--- src/hdl/swm_pkg.sv ---
// Shared types and constants of the stack with middle access.
// Request and result beat structs, operation and status codes, tree sizing.
// No dependencies.
package swm_pkg;

  localparam int DATA_W    = 32;
  localparam int DEPTH_DEF = 64;
  localparam int TREE_SH   = 3;
  localparam int FANIN     = 1 << TREE_SH;

  typedef enum logic [1:0] {
    FUNC_PUSH     = 2'd0,
    FUNC_POP      = 2'd1,
    FUNC_READ_MID = 2'd2,
    FUNC_DEL_MID  = 2'd3
  } func_e;

  typedef enum logic [1:0] {
    ST_OK    = 2'd0,
    ST_EMPTY = 2'd1,
    ST_FULL  = 2'd2
  } status_e;

  typedef struct packed {
    func_e                     func;
    logic signed [DATA_W-1:0]  push_value;
  } in_beat_t;

  typedef struct packed {
    logic signed [DATA_W-1:0]  result_value;
    status_e                   status;
  } out_beat_t;

  typedef struct packed {
    logic push_en;
    logic del_en;
    logic rd_en;
  } cell_ctrl_t;

  function automatic int tree_lvls(input int n);
    int l;
    int c;
    l = 1;
    c = FANIN;
    for (int i = 0; i < 8; i++) begin
      if (c < n) begin
        c = c * FANIN;
        l = l + 1;
      end
    end
    return l;
  endfunction

endpackage

--- src/hdl/swm_cell.sv ---
// One storage cell of the stack row; holds the entry at a fixed position.
// Compares its own position to count, middle and select; uses swm_pkg.
module swm_cell #(
  parameter int CW  = 7,
  parameter int IDX = 0
) (
  input  logic                       clk_i,
  input  swm_pkg::cell_ctrl_t        ctrl_i,
  input  logic [CW-1:0]              n_i,
  input  logic [CW-1:0]              mid_i,
  input  logic [CW-1:0]              sel_i,
  input  logic [swm_pkg::DATA_W-1:0] push_value_i,
  input  logic [swm_pkg::DATA_W-1:0] upper_i,
  output logic [swm_pkg::DATA_W-1:0] data_o,
  output logic [swm_pkg::DATA_W-1:0] rd_o
);

  localparam logic [CW-1:0] MY_IDX  = CW'(IDX);
  localparam logic [CW-1:0] MY_NEXT = CW'(IDX + 1);

  logic [swm_pkg::DATA_W-1:0] data_d, data_q;

  always_comb begin
    data_d = data_q;
    if (ctrl_i.push_en && (n_i == MY_IDX)) begin
      data_d = push_value_i;
    end else if (ctrl_i.del_en && (mid_i <= MY_IDX) && (MY_NEXT < n_i)) begin
      data_d = upper_i;
    end
  end

  always_ff @(posedge clk_i) begin
    data_q <= data_d;
  end

  assign data_o = data_q;
  assign rd_o   = (ctrl_i.rd_en && (sel_i == MY_IDX)) ? data_q : '0;

endmodule

--- src/hdl/swm_or_tree.sv ---
// Registered OR tree that gathers the one selected cell value to a root.
// Eight inputs per node, one register level per tree level; uses swm_pkg.
module swm_or_tree #(
  parameter int DEPTH = swm_pkg::DEPTH_DEF
) (
  input  logic                                 clk_i,
  input  logic                                 cap_i,
  input  logic [DEPTH-1:0][swm_pkg::DATA_W-1:0] leaves_i,
  output logic [swm_pkg::DATA_W-1:0]           root_o
);

  localparam int LVLS   = swm_pkg::tree_lvls(DEPTH);
  localparam int LEAVES = 1 << (swm_pkg::TREE_SH * LVLS);

  logic [LVLS:0][LEAVES-1:0][swm_pkg::DATA_W-1:0] lvl_d, lvl_q;

  always_comb begin
    lvl_d = lvl_q;
    if (cap_i) begin
      for (int j = 0; j < LEAVES; j++) begin
        lvl_d[0][j] = '0;
        if (j < DEPTH) begin
          lvl_d[0][j] = leaves_i[j];
        end
      end
    end
    for (int k = 1; k <= LVLS; k++) begin
      for (int j = 0; j < LEAVES; j++) begin
        lvl_d[k][j] = '0;
        if (j < (LEAVES >> (swm_pkg::TREE_SH * k))) begin
          for (int b = 0; b < swm_pkg::FANIN; b++) begin
            lvl_d[k][j] = lvl_d[k][j] | lvl_q[k-1][swm_pkg::FANIN * j + b];
          end
        end
      end
    end
  end

  always_ff @(posedge clk_i) begin
    lvl_q <= lvl_d;
  end

  assign root_o = lvl_q[LVLS][0];

endmodule

--- src/hdl/stack_with_middle_access.sv ---
// Top level: bounded stack with read and delete of the middle entry.
// Uses swm_pkg, swm_cell (one per entry) and swm_or_tree (read-out).
//
//   channel | dir | handshake                 | beat
//   in      | in  | in_valid_i / in_ready_o   | swm_pkg::in_beat_t
//   out     | out | out_valid_o / out_ready_i | swm_pkg::out_beat_t
//
// One request at a time. Cells update at the accept edge; the read-out tree
// then carries the selected value up through its register levels and the
// result register loads the root; in_ready_o rises with the result, and a
// new beat is accepted only after that, never while a read-out is in flight.
// Reset clears the count, phase and handshake state only; cells hold no reset.
// A stalled output holds its beat; the tree root waits until it drains.
module stack_with_middle_access #(
  parameter int DEPTH = swm_pkg::DEPTH_DEF
) (
  input  logic                clk_i,
  input  logic                rst_ni,
  input  logic                in_valid_i,
  output logic                in_ready_o,
  input  swm_pkg::in_beat_t   in_data_i,
  output logic                out_valid_o,
  input  logic                out_ready_i,
  output swm_pkg::out_beat_t  out_data_o
);

  localparam int CW   = $clog2(DEPTH + 1);
  localparam int LVLS = swm_pkg::tree_lvls(DEPTH);
  localparam int PW   = $clog2(LVLS + 1);
  localparam logic [CW-1:0] FULL_CNT = CW'(DEPTH);
  localparam logic [PW-1:0] LAST_PH  = PW'(LVLS);

  logic                          acc;
  logic                          is_empty, is_full;
  logic [CW-1:0]                 cnt_d, cnt_q;
  logic [CW-1:0]                 mid, sel;
  swm_pkg::cell_ctrl_t           ctrl;
  swm_pkg::status_e              stat_d, stat_q;
  logic                          busy_d, busy_q;
  logic [PW-1:0]                 phase_d, phase_q;
  logic                          done;
  logic                          out_valid_d, out_valid_q;
  swm_pkg::out_beat_t            out_d, out_q;
  logic [swm_pkg::DATA_W-1:0]    root;
  logic [DEPTH-1:0][swm_pkg::DATA_W-1:0] cell_data, shift_in, rd_data;

  assign acc      = in_valid_i && in_ready_o;
  assign is_empty = (cnt_q == '0);
  assign is_full  = (cnt_q == FULL_CNT);
  assign mid      = cnt_q >> 1;

  always_comb begin
    ctrl   = '0;
    cnt_d  = cnt_q;
    stat_d = stat_q;
    sel    = mid;
    if (acc) begin
      stat_d = swm_pkg::ST_OK;
      unique case (in_data_i.func)
        swm_pkg::FUNC_PUSH: begin
          if (is_full) begin
            stat_d = swm_pkg::ST_FULL;
          end else begin
            ctrl.push_en = 1'b1;
            cnt_d        = cnt_q + CW'(1);
          end
        end
        swm_pkg::FUNC_POP: begin
          sel = cnt_q - CW'(1);
          if (is_empty) begin
            stat_d = swm_pkg::ST_EMPTY;
          end else begin
            ctrl.rd_en = 1'b1;
            cnt_d      = cnt_q - CW'(1);
          end
        end
        swm_pkg::FUNC_READ_MID: begin
          if (is_empty) begin
            stat_d = swm_pkg::ST_EMPTY;
          end else begin
            ctrl.rd_en = 1'b1;
          end
        end
        swm_pkg::FUNC_DEL_MID: begin
          if (is_empty) begin
            stat_d = swm_pkg::ST_EMPTY;
          end else begin
            ctrl.del_en = 1'b1;
            cnt_d       = cnt_q - CW'(1);
          end
        end
        default: begin
          stat_d = swm_pkg::ST_OK;
        end
      endcase
    end
  end

  assign shift_in[DEPTH-1] = '0;

  for (genvar g = 0; g < DEPTH; g++) begin : g_cell
    if (g < DEPTH - 1) begin : g_link
      assign shift_in[g] = cell_data[g+1];
    end
    swm_cell #(
      .CW  (CW),
      .IDX (g)
    ) u_cell (
      .clk_i        (clk_i),
      .ctrl_i       (ctrl),
      .n_i          (cnt_q),
      .mid_i        (mid),
      .sel_i        (sel),
      .push_value_i (in_data_i.push_value),
      .upper_i      (shift_in[g]),
      .data_o       (cell_data[g]),
      .rd_o         (rd_data[g])
    );
  end

  swm_or_tree #(
    .DEPTH (DEPTH)
  ) u_tree (
    .clk_i    (clk_i),
    .cap_i    (acc),
    .leaves_i (rd_data),
    .root_o   (root)
  );

  assign done = busy_q && (phase_q == LAST_PH) && (!out_valid_q || out_ready_i);

  always_comb begin
    busy_d      = busy_q;
    phase_d     = phase_q;
    out_valid_d = out_valid_q;
    out_d       = out_q;
    if (out_valid_q && out_ready_i) begin
      out_valid_d = 1'b0;
    end
    if (acc) begin
      busy_d  = 1'b1;
      phase_d = '0;
    end else if (done) begin
      busy_d             = 1'b0;
      out_valid_d        = 1'b1;
      out_d.result_value = $signed(root);
      out_d.status       = stat_q;
    end else if (busy_q && (phase_q != LAST_PH)) begin
      phase_d = phase_q + PW'(1);
    end
  end

  always_ff @(posedge clk_i or negedge rst_ni) begin
    if (!rst_ni) begin
      cnt_q       <= '0;
      busy_q      <= 1'b0;
      phase_q     <= '0;
      out_valid_q <= 1'b0;
    end else begin
      cnt_q       <= cnt_d;
      busy_q      <= busy_d;
      phase_q     <= phase_d;
      out_valid_q <= out_valid_d;
    end
  end

  always_ff @(posedge clk_i) begin
    stat_q <= stat_d;
    out_q  <= out_d;
  end

  assign in_ready_o  = !busy_q;
  assign out_valid_o = out_valid_q;
  assign out_data_o  = out_q;

  a_cnt_bound: assert property (@(posedge clk_i) disable iff (!rst_ni)
    cnt_q <= FULL_CNT)
    else $error("entry count beyond depth");

  a_acc_busy: assert property (@(posedge clk_i) disable iff (!rst_ni)
    acc |=> busy_q && (phase_q == '0))
    else $error("accepted beat did not start the read-out");

  a_push_grow: assert property (@(posedge clk_i) disable iff (!rst_ni)
    acc && (in_data_i.func == swm_pkg::FUNC_PUSH) && !is_full
      |=> cnt_q == $past(cnt_q) + CW'(1))
    else $error("push did not grow the stack");

  a_err_hold: assert property (@(posedge clk_i) disable iff (!rst_ni)
    acc && is_empty && (in_data_i.func != swm_pkg::FUNC_PUSH) |=> $stable(cnt_q))
    else $error("request on empty stack changed the count");

  a_load_done: assert property (@(posedge clk_i) disable iff (!rst_ni)
    $rose(out_valid_q) |-> $past(busy_q) && !busy_q)
    else $error("result loaded outside read-out completion");

endmodule
--- config.mk ---
export PLATFORM = sky130hd
export DESIGN_NAME = stack_with_middle_access
export DESIGN_NICKNAME = d
export VERILOG_FILES = /design/src/hdl/swm_pkg.sv /design/src/hdl/swm_cell.sv /design/src/hdl/swm_or_tree.sv /design/src/hdl/stack_with_middle_access.sv
export SDC_FILE = /design/constraint.sdc
export NUM_CORES = 2
export LEC_CHECK = 0
export BUFFER_PORTS_ARGS = -buffer_cell sky130_fd_sc_hd__buf_4
export CORE_MARGIN = 4
export CORE_UTILIZATION = 36
export DETAILED_ROUTE_END_ITERATION = 10
export GPL_TIMING_DRIVEN = 0
export PLACE_DENSITY_LB_ADDON = 0.25
export SKIP_LAST_GASP = 1
export SLEW_MARGIN = 15
export SYNTH_ARGS = -nofsm -noshare
export SYNTH_HDL_FRONTEND = slang
export SYNTH_HIERARCHICAL = 1
export SYNTH_SLANG_ARGS = --single-unit
--- constraint.sdc ---
create_clock -name clk_i -period 92.7 [get_ports clk_i]
set_clock_uncertainty 0.2 [all_clocks]
set_input_delay 18.54 -clock clk_i [delete_from_list [all_inputs] [get_ports clk_i]]
set_output_delay 18.54 -clock clk_i [all_outputs]
set_load 0.02 [all_outputs]
======== After elaboration in Yosys (flattened, before gate mapping) ========
Cells that the tools add are included.
word-level totals
  bits in registers ....................... 4431
  bits of input ports ..................... 38
  output and inout bits ................... 36
  logic and storage cells ................. 964
operators by class
  add/sub/neg operators ................... 3
  order comparisons ....................... 128
  equal/unequal tests ..................... 135
  multiplexer cells ....................... 150
  bitwise logic cells ..................... 64
  reduce and logical (&&, ||, !) cells .... 340
operator list
  cell                count
  $mux 32             128
  $or 32x32->32       63
  $eq 7x6->1 const B  64
  $logic_and 1x1->1   261
  $eq 7x5->1 const B  32
  $lt 6x7->1 const A  32
  $le 6x6->1 const B  32
  $reduce_bool 2->1   67
  $eq 7x4->1 const B  16
  $lt 5x7->1 const A  16
  $le 6x5->1 const B  16
  $eq 7x3->1 const B  8
  $lt 4x7->1 const A  8
  $le 6x4->1 const B  8
  $eq 7x2->1 const B  4
  $lt 3x7->1 const A  4
  $mux 7              4
  $le 6x3->1 const B  4
  $eq 7x1->1 const B  2
  $logic_not 7->1     2
  $lt 2x7->1 const A  2
  $pmux 7 s2          1
  $le 6x1->1 const B  2
  $le 6x2->1 const B  2
  21 further kinds    42

======== Depth between registers and ports, before layout ========
  word-level depth ........................ 8
  depth in mapped cells ................... 10
  mapped depth without buffers ............ 9

======== Worst setup path after synthesis ========
OpenSTA, ideal clock, no wires.
  kind .................................... input to register
  start point ............................. input in_valid_i
  end point ............................... register g_cell[3].u_cell.data_q, in the netlist g_cell[3].u_cell/data_o[0] (enable)
  setup time .............................. 0.465 ns
  arrival ................................. 55.780 ns
  required time ........................... 92.035 ns
  setup slack ............................. 36.255 ns
  cell stages on the path ................. 5
  buffers on the path ..................... 0
  cells stage by stage .................... nor2b_4 > nand2_1 > a21oi_1 > nand4b_1 > o21ai_0
RTL lines
  item                  RTL line                        RTL
  start, declared       stack_with_middle_access.sv:19  input logic in_valid_i,
  end signal, assigned  swm_cell.sv:33                  data_q <= data_d;
  end, declared         swm_cell.sv:21                  logic [swm_pkg::DATA_W-1:0] data_d, data_q;

======== Worst setup path in the final report ========
  start point ............................. input in_valid_i
  end point ............................... register u_tree/lvl_q[1688] (netlist name) (data pin)
on the way
  longest elaborated chain between the ends .. 4
  elaborated cells on any way between the ends .. 5
  those cells by class .................... eq/ne: 1; mux: 2; reduce/logical: 2
RTL lines
  item                  RTL line                        RTL
  $logic_and 1x1->1     stack_with_middle_access.sv:47  assign acc = in_valid_i && in_ready_o;
  named net acc         stack_with_middle_access.sv:33  logic acc;
  $mux 7                stack_with_middle_access.sv:57  if (acc) begin
  named net sel[5]      stack_with_middle_access.sv:36  logic [CW-1:0] mid, sel;
  $eq 7x6->1            swm_cell.sv:37                  assign rd_o = (ctrl_i.rd_en && (sel_i == MY_IDX)) ? data_q : '0;
  $logic_and 1x1->1     swm_cell.sv:37
  end signal, assigned  swm_or_tree.sv:40               lvl_q <= lvl_d;
  end, declared         swm_or_tree.sv:15               logic [LVLS:0][LEAVES-1:0][swm_pkg::DATA_W-1:0] lvl_d, lvl_q;
The timed path passes the listed nets, and every way through them passes these cells.
A chain may end at the register's enable or synchronous reset.

==> summary.txt <==
Place
  – Post-DP Area: 0.202 mm2
  – IO Port Bufs: 73
  – DP HPWL: 325000 um
  – Placer Congestion: 0.765

Synth
  – Netlist Area Pre-Place: 0.187 mm2
  – Leading area contributor after synthesis: edfxtp_1
  – Ys flop type: edfxtp_1
  – Netlist cell types: 108
  – Mean Syn Cell Area: 17.5 um2
  – Post-synth EDFFs: 4132
  – Top-area cell type share of the netlist area: 66.4%
  – Seq/Total Area, Yosys: 69.7%
  – Fraction of registers with async set/reset: 0.248%
  – Syn. warnings: 6
  – Synthesized flop and latch total: 4431
  – Area contributors post-synth: edfxtp_1 (66%), mux2_4 (11%), and2_1 (6.8%)
  – Post-Syn Instances: 10675

Power
  – Psw: 1150 uW
  – Net Sw Frac: 24.4%
  – Peak VDD IR: 17.6 uV
  – Internal power: 3560 uW
  – Power share of the combinational group: 10.0%
  – Total Power: 4720 uW
  – P_leak: 0.0767 uW
  – Register share of total power: 50.6%
  – PwrDens: 21.7 mW/mm2
  – Clock group share of total power: 39.4%

Drt
  – Antenna-violating nets left: 0
  – Residual DRC count: 0
  – Via count: 93004
  – Number of DRC markers in iteration 0: 6450
  – DR WL/cell: 23.9 um
  – Router iterations before antenna repair: 6
  – Via/cell ratio: 4.92
  – Drt total wl: 451000 um

Floorplan
  – Die span in x: 728 um
  – Io pins: 74
  – Num rows: 264
  – Initial Util: 36.1%
  – Die Height: 728 um
  – Core ar.: 0.517 mm2
  – Die Footprint: 0.530 mm2

Global routing
  – Global route total overflow: 0
  – Vias in the first global route: 99842
  – Initial antenna violation count: 32
  – Global Route Usage Sum: 16.6%
  – First-pass GRT wire length: 665000 um
  – Largest net degree at the start of global routing: 72

Worst setup path
  – Top delay family on crit path: buffers and inverters
  – Crit-path max cell delay: 820 ps
  – Crit. path cell count: 13
  – Reg2reg path depth: 15
  – Critical path endpoint category: register
  – WS Path Type: input pin to register
  – Crit-path cells: buf_4 > nor2b_4 > buf_12 > nand2_1 > clkbuf_1 > nand2_1 > o21ai_4 > buf_16 > buf_16 > nand4b_1 > nor4_2 > clkbuf_1 > and2_1
  – Crit path buffers/inverters: 6
  – Reg2Reg Setup Slack: 87530 ps
  – Critical Path AT: 22770 ps
  – Startpoint Class: input pin
  – Slowest-stage cell, CP: nor4_2
  – CP Max Fanout: 24
  – WP data required: 93330 ps

Timing
  – Worst hold slack: 224 ps
  – Fin. max-slew vios: 0
  – RSZ-0062 raised after global routing: no
  – Worst-margin pin slew: 1330 ps
  – Final Hold Viols: 0
  – Tcrit/Tclk final: 23.9%
  – Setup violators final: 0
  – Slew HR: 10.7%
  – Setup TNS: 0 ps
  – Minimum clock period: 22140 ps
  – Maximum operating frequency: 0.0452 GHz

Clocking
  – Clock Tree Root: clkbuf_16
  – CTS sink cnt: 4431
  – Num CTS Buffers: 461
  – Clock Latency Late Sink: 1000 ps
  – Post-CTS setup buffer count: 0
  – H-Tree Level Count: 5
  – Largest buffer count on any clock path: 4
  – TritonCTS clock tree: yes
  – # hold bufs at CTS: 0
  – Post-CTS resize count: 0
  – Clock transition at path regs: 60 ps

Finish
  – Share of post-route cells with drive strength above 1: 29.9%
  – Final nets: 11620
  – Area grow syn2layout: 16.3%
  – Fill count: 45752
  – Final instance area: 0.217 mm2

Hold path
  – Worst hold path type: register to register
  – Worst Hold Depth: 2

Status
  – Run status: completed

Run
  – Max-cap violations: 0
## layer usage
| metal | vias to the layer above | wire, um | track usage (%) |
|---|---|---|---|
| met3 | 679 | 17400 | 2.10 |
| met5 | - | 27 | 0 |
| met4 | 4 | 13100 | 4.98 |
| met1 | 48048 | 185000 | 20.4 |
| met2 | 1809 | 236000 | 30.5 |
| li1 | 42464 | - | - |
## metrics by stage
stage | utilization, % | std cells | setup slack (ps)
floorplan | - | 10772 | 36250
global route | 42.0 | 18910 | 70560
finish | 42.0 | 18916 | 70560
global placement | 38.0 | 17761 | 14960
detailed placement | 39.1 | 18027 | 69610
CTS | 42.0 | 18902 | 70690
## kinds of logic after synthesis
family                     count (synthesis)  synth area share, %
AOI/OAI and AO/OA                        216                0.828
xor gates and xnor gates                   8               0.0375
adders and majority gates                  8               0.0536
buffers and inverters                    454                 2.03
DFF                                     4431                 69.7
muxes                                   2049                 15.2
other                                      1              0.00201
and+or+nand+nor                         3508                 12.2
## worst min-delay path: stages, from the launching register on
cell,delay [ps]
dfxtp_1,310
nor4_1,40
nand2_1,50
## sequential cells by signal, indices dropped and copies added (netlist names)
register              cells
cnt_q                     7
phase_q                   2
u_tree/root_o            32
g_cell.u_cell/data_o   2048
stat_q                    2
out_valid_o               1
u_tree/lvl_q           2304
busy_q                    1
out_data_o               34
## path summary, 6_finish.rpt
kind / endpoint / startpoint
max in group asynchronous: cnt_q[3]$_DFFE_PN0P_ / rst_ni
min in group asynchronous: out_valid_o$_DFF_PN0_ / rst_ni
hold reg to reg: u_tree/root_o[7]$_DFF_P_ / u_tree/lvl_q[2247]$_DFF_P_
setup / recovery: u_tree/lvl_q[1688]$_DFFE_PP_ / in_valid_i
hold / removal: u_tree/root_o[7]$_DFF_P_ / u_tree/lvl_q[2247]$_DFF_P_
setup reg to reg: g_cell[54].u_cell/data_o[1]$_DFFE_PP_ / cnt_q[2]$_DFFE_PN0P_
## cell usage after synthesis (9+ instances only)
| cell type | instances |
|---|---|
| buf_12 | 45 |
| nor4bb_1 | 12 |
| nand3_1 | 23 |
| and4bb_2 | 10 |
| nand2_1 | 356 |
| nand2b_1 | 15 |
| nor4_1 | 585 |
| nor2_1 | 106 |
| nor4_4 | 13 |
| a211oi_1 | 15 |
| clkbuf_2 | 15 |
| nand4bb_1 | 34 |
| dfrtp_1 | 11 |
| a21oi_1 | 23 |
| a31oi_1 | 9 |
| nor4b_1 | 14 |
| inv_1 | 22 |
| nor2b_1 | 17 |
| o31ai_1 | 10 |
| edfxtp_1 | 4132 |
| mux2_2 | 594 |
| nand4_4 | 22 |
| nand4b_1 | 45 |
| mux2_4 | 1425 |
| and3_1 | 11 |
| and2_1 | 2023 |
| o21ai_0 | 52 |
| nand4b_4 | 9 |
| nand4_1 | 15 |
| or4_1 | 11 |
| and4b_1 | 26 |
| mux2_1 | 30 |
| dfxtp_1 | 288 |
| buf_4 | 33 |
| o211ai_1 | 16 |
| and2_2 | 28 |
| nor4_2 | 17 |
| nor3_1 | 12 |
| and4_1 | 9 |
| buf_6 | 162 |
| clkbuf_1 | 175 |
## cells in the final DEF, fill, tap and decap left out, types with 22 or more instances in the layout
cell and count:
inv_1 22, nand3_1 23, buf_4 156, nand2_1 353, mux2_4 1425, nand4_4 22
edfxtp_1 4132, clkbuf_16 470, buf_12 161, clkbuf_1 283, nor4_1 552, nor4_2 50
nand4bb_1 34, and4b_1 26, bufinv_16 40, nand4b_1 45, mux2_1 30, clkinv_1 84
and2_1 2023, nor2_1 105, clkinv_2 82, buf_16 67, o21ai_4 27, clkbuf_8 48
o21ai_0 25, and2_2 28, conb_1 98, mux2_2 594, dfxtp_1 288, buf_6 173
## final cells by class
cell class / count / area [um2] / area share (%)
Clock buffer: 626 / 12800 / 5.90
Tap cell: 6916 / 8650 / 3.98
Inverter: 22 / 82.6 / 0.0380
Buffer: 432 / 3710 / 1.71
Sequential cell: 4431 / 130000 / 59.9
Antenna cell: 14 / 35.0 / 0.0161
Clock inverter: 249 / 2450 / 1.13
Multi-Input combinational cell: 5887 / 54000 / 24.8
Timing Repair Buffer: 339 / 5390 / 2.48
## power groups by stage
| stage | Combinational [uW] | Clock [uW] | Sequential, uW |
|---|---|---|---|
| CTS | 470 | 1910 | 2390 |
| finish | 470 | 1860 | 2390 |
| global route | 499 | 2000 | 2400 |
| floorplan | 201 | 0 | 2610 |
| global placement | 316 | 0 | 2740 |
| detailed placement | 470 | 0 | 2430 |
Note: power is estimated with default switching activity, not from simulation.
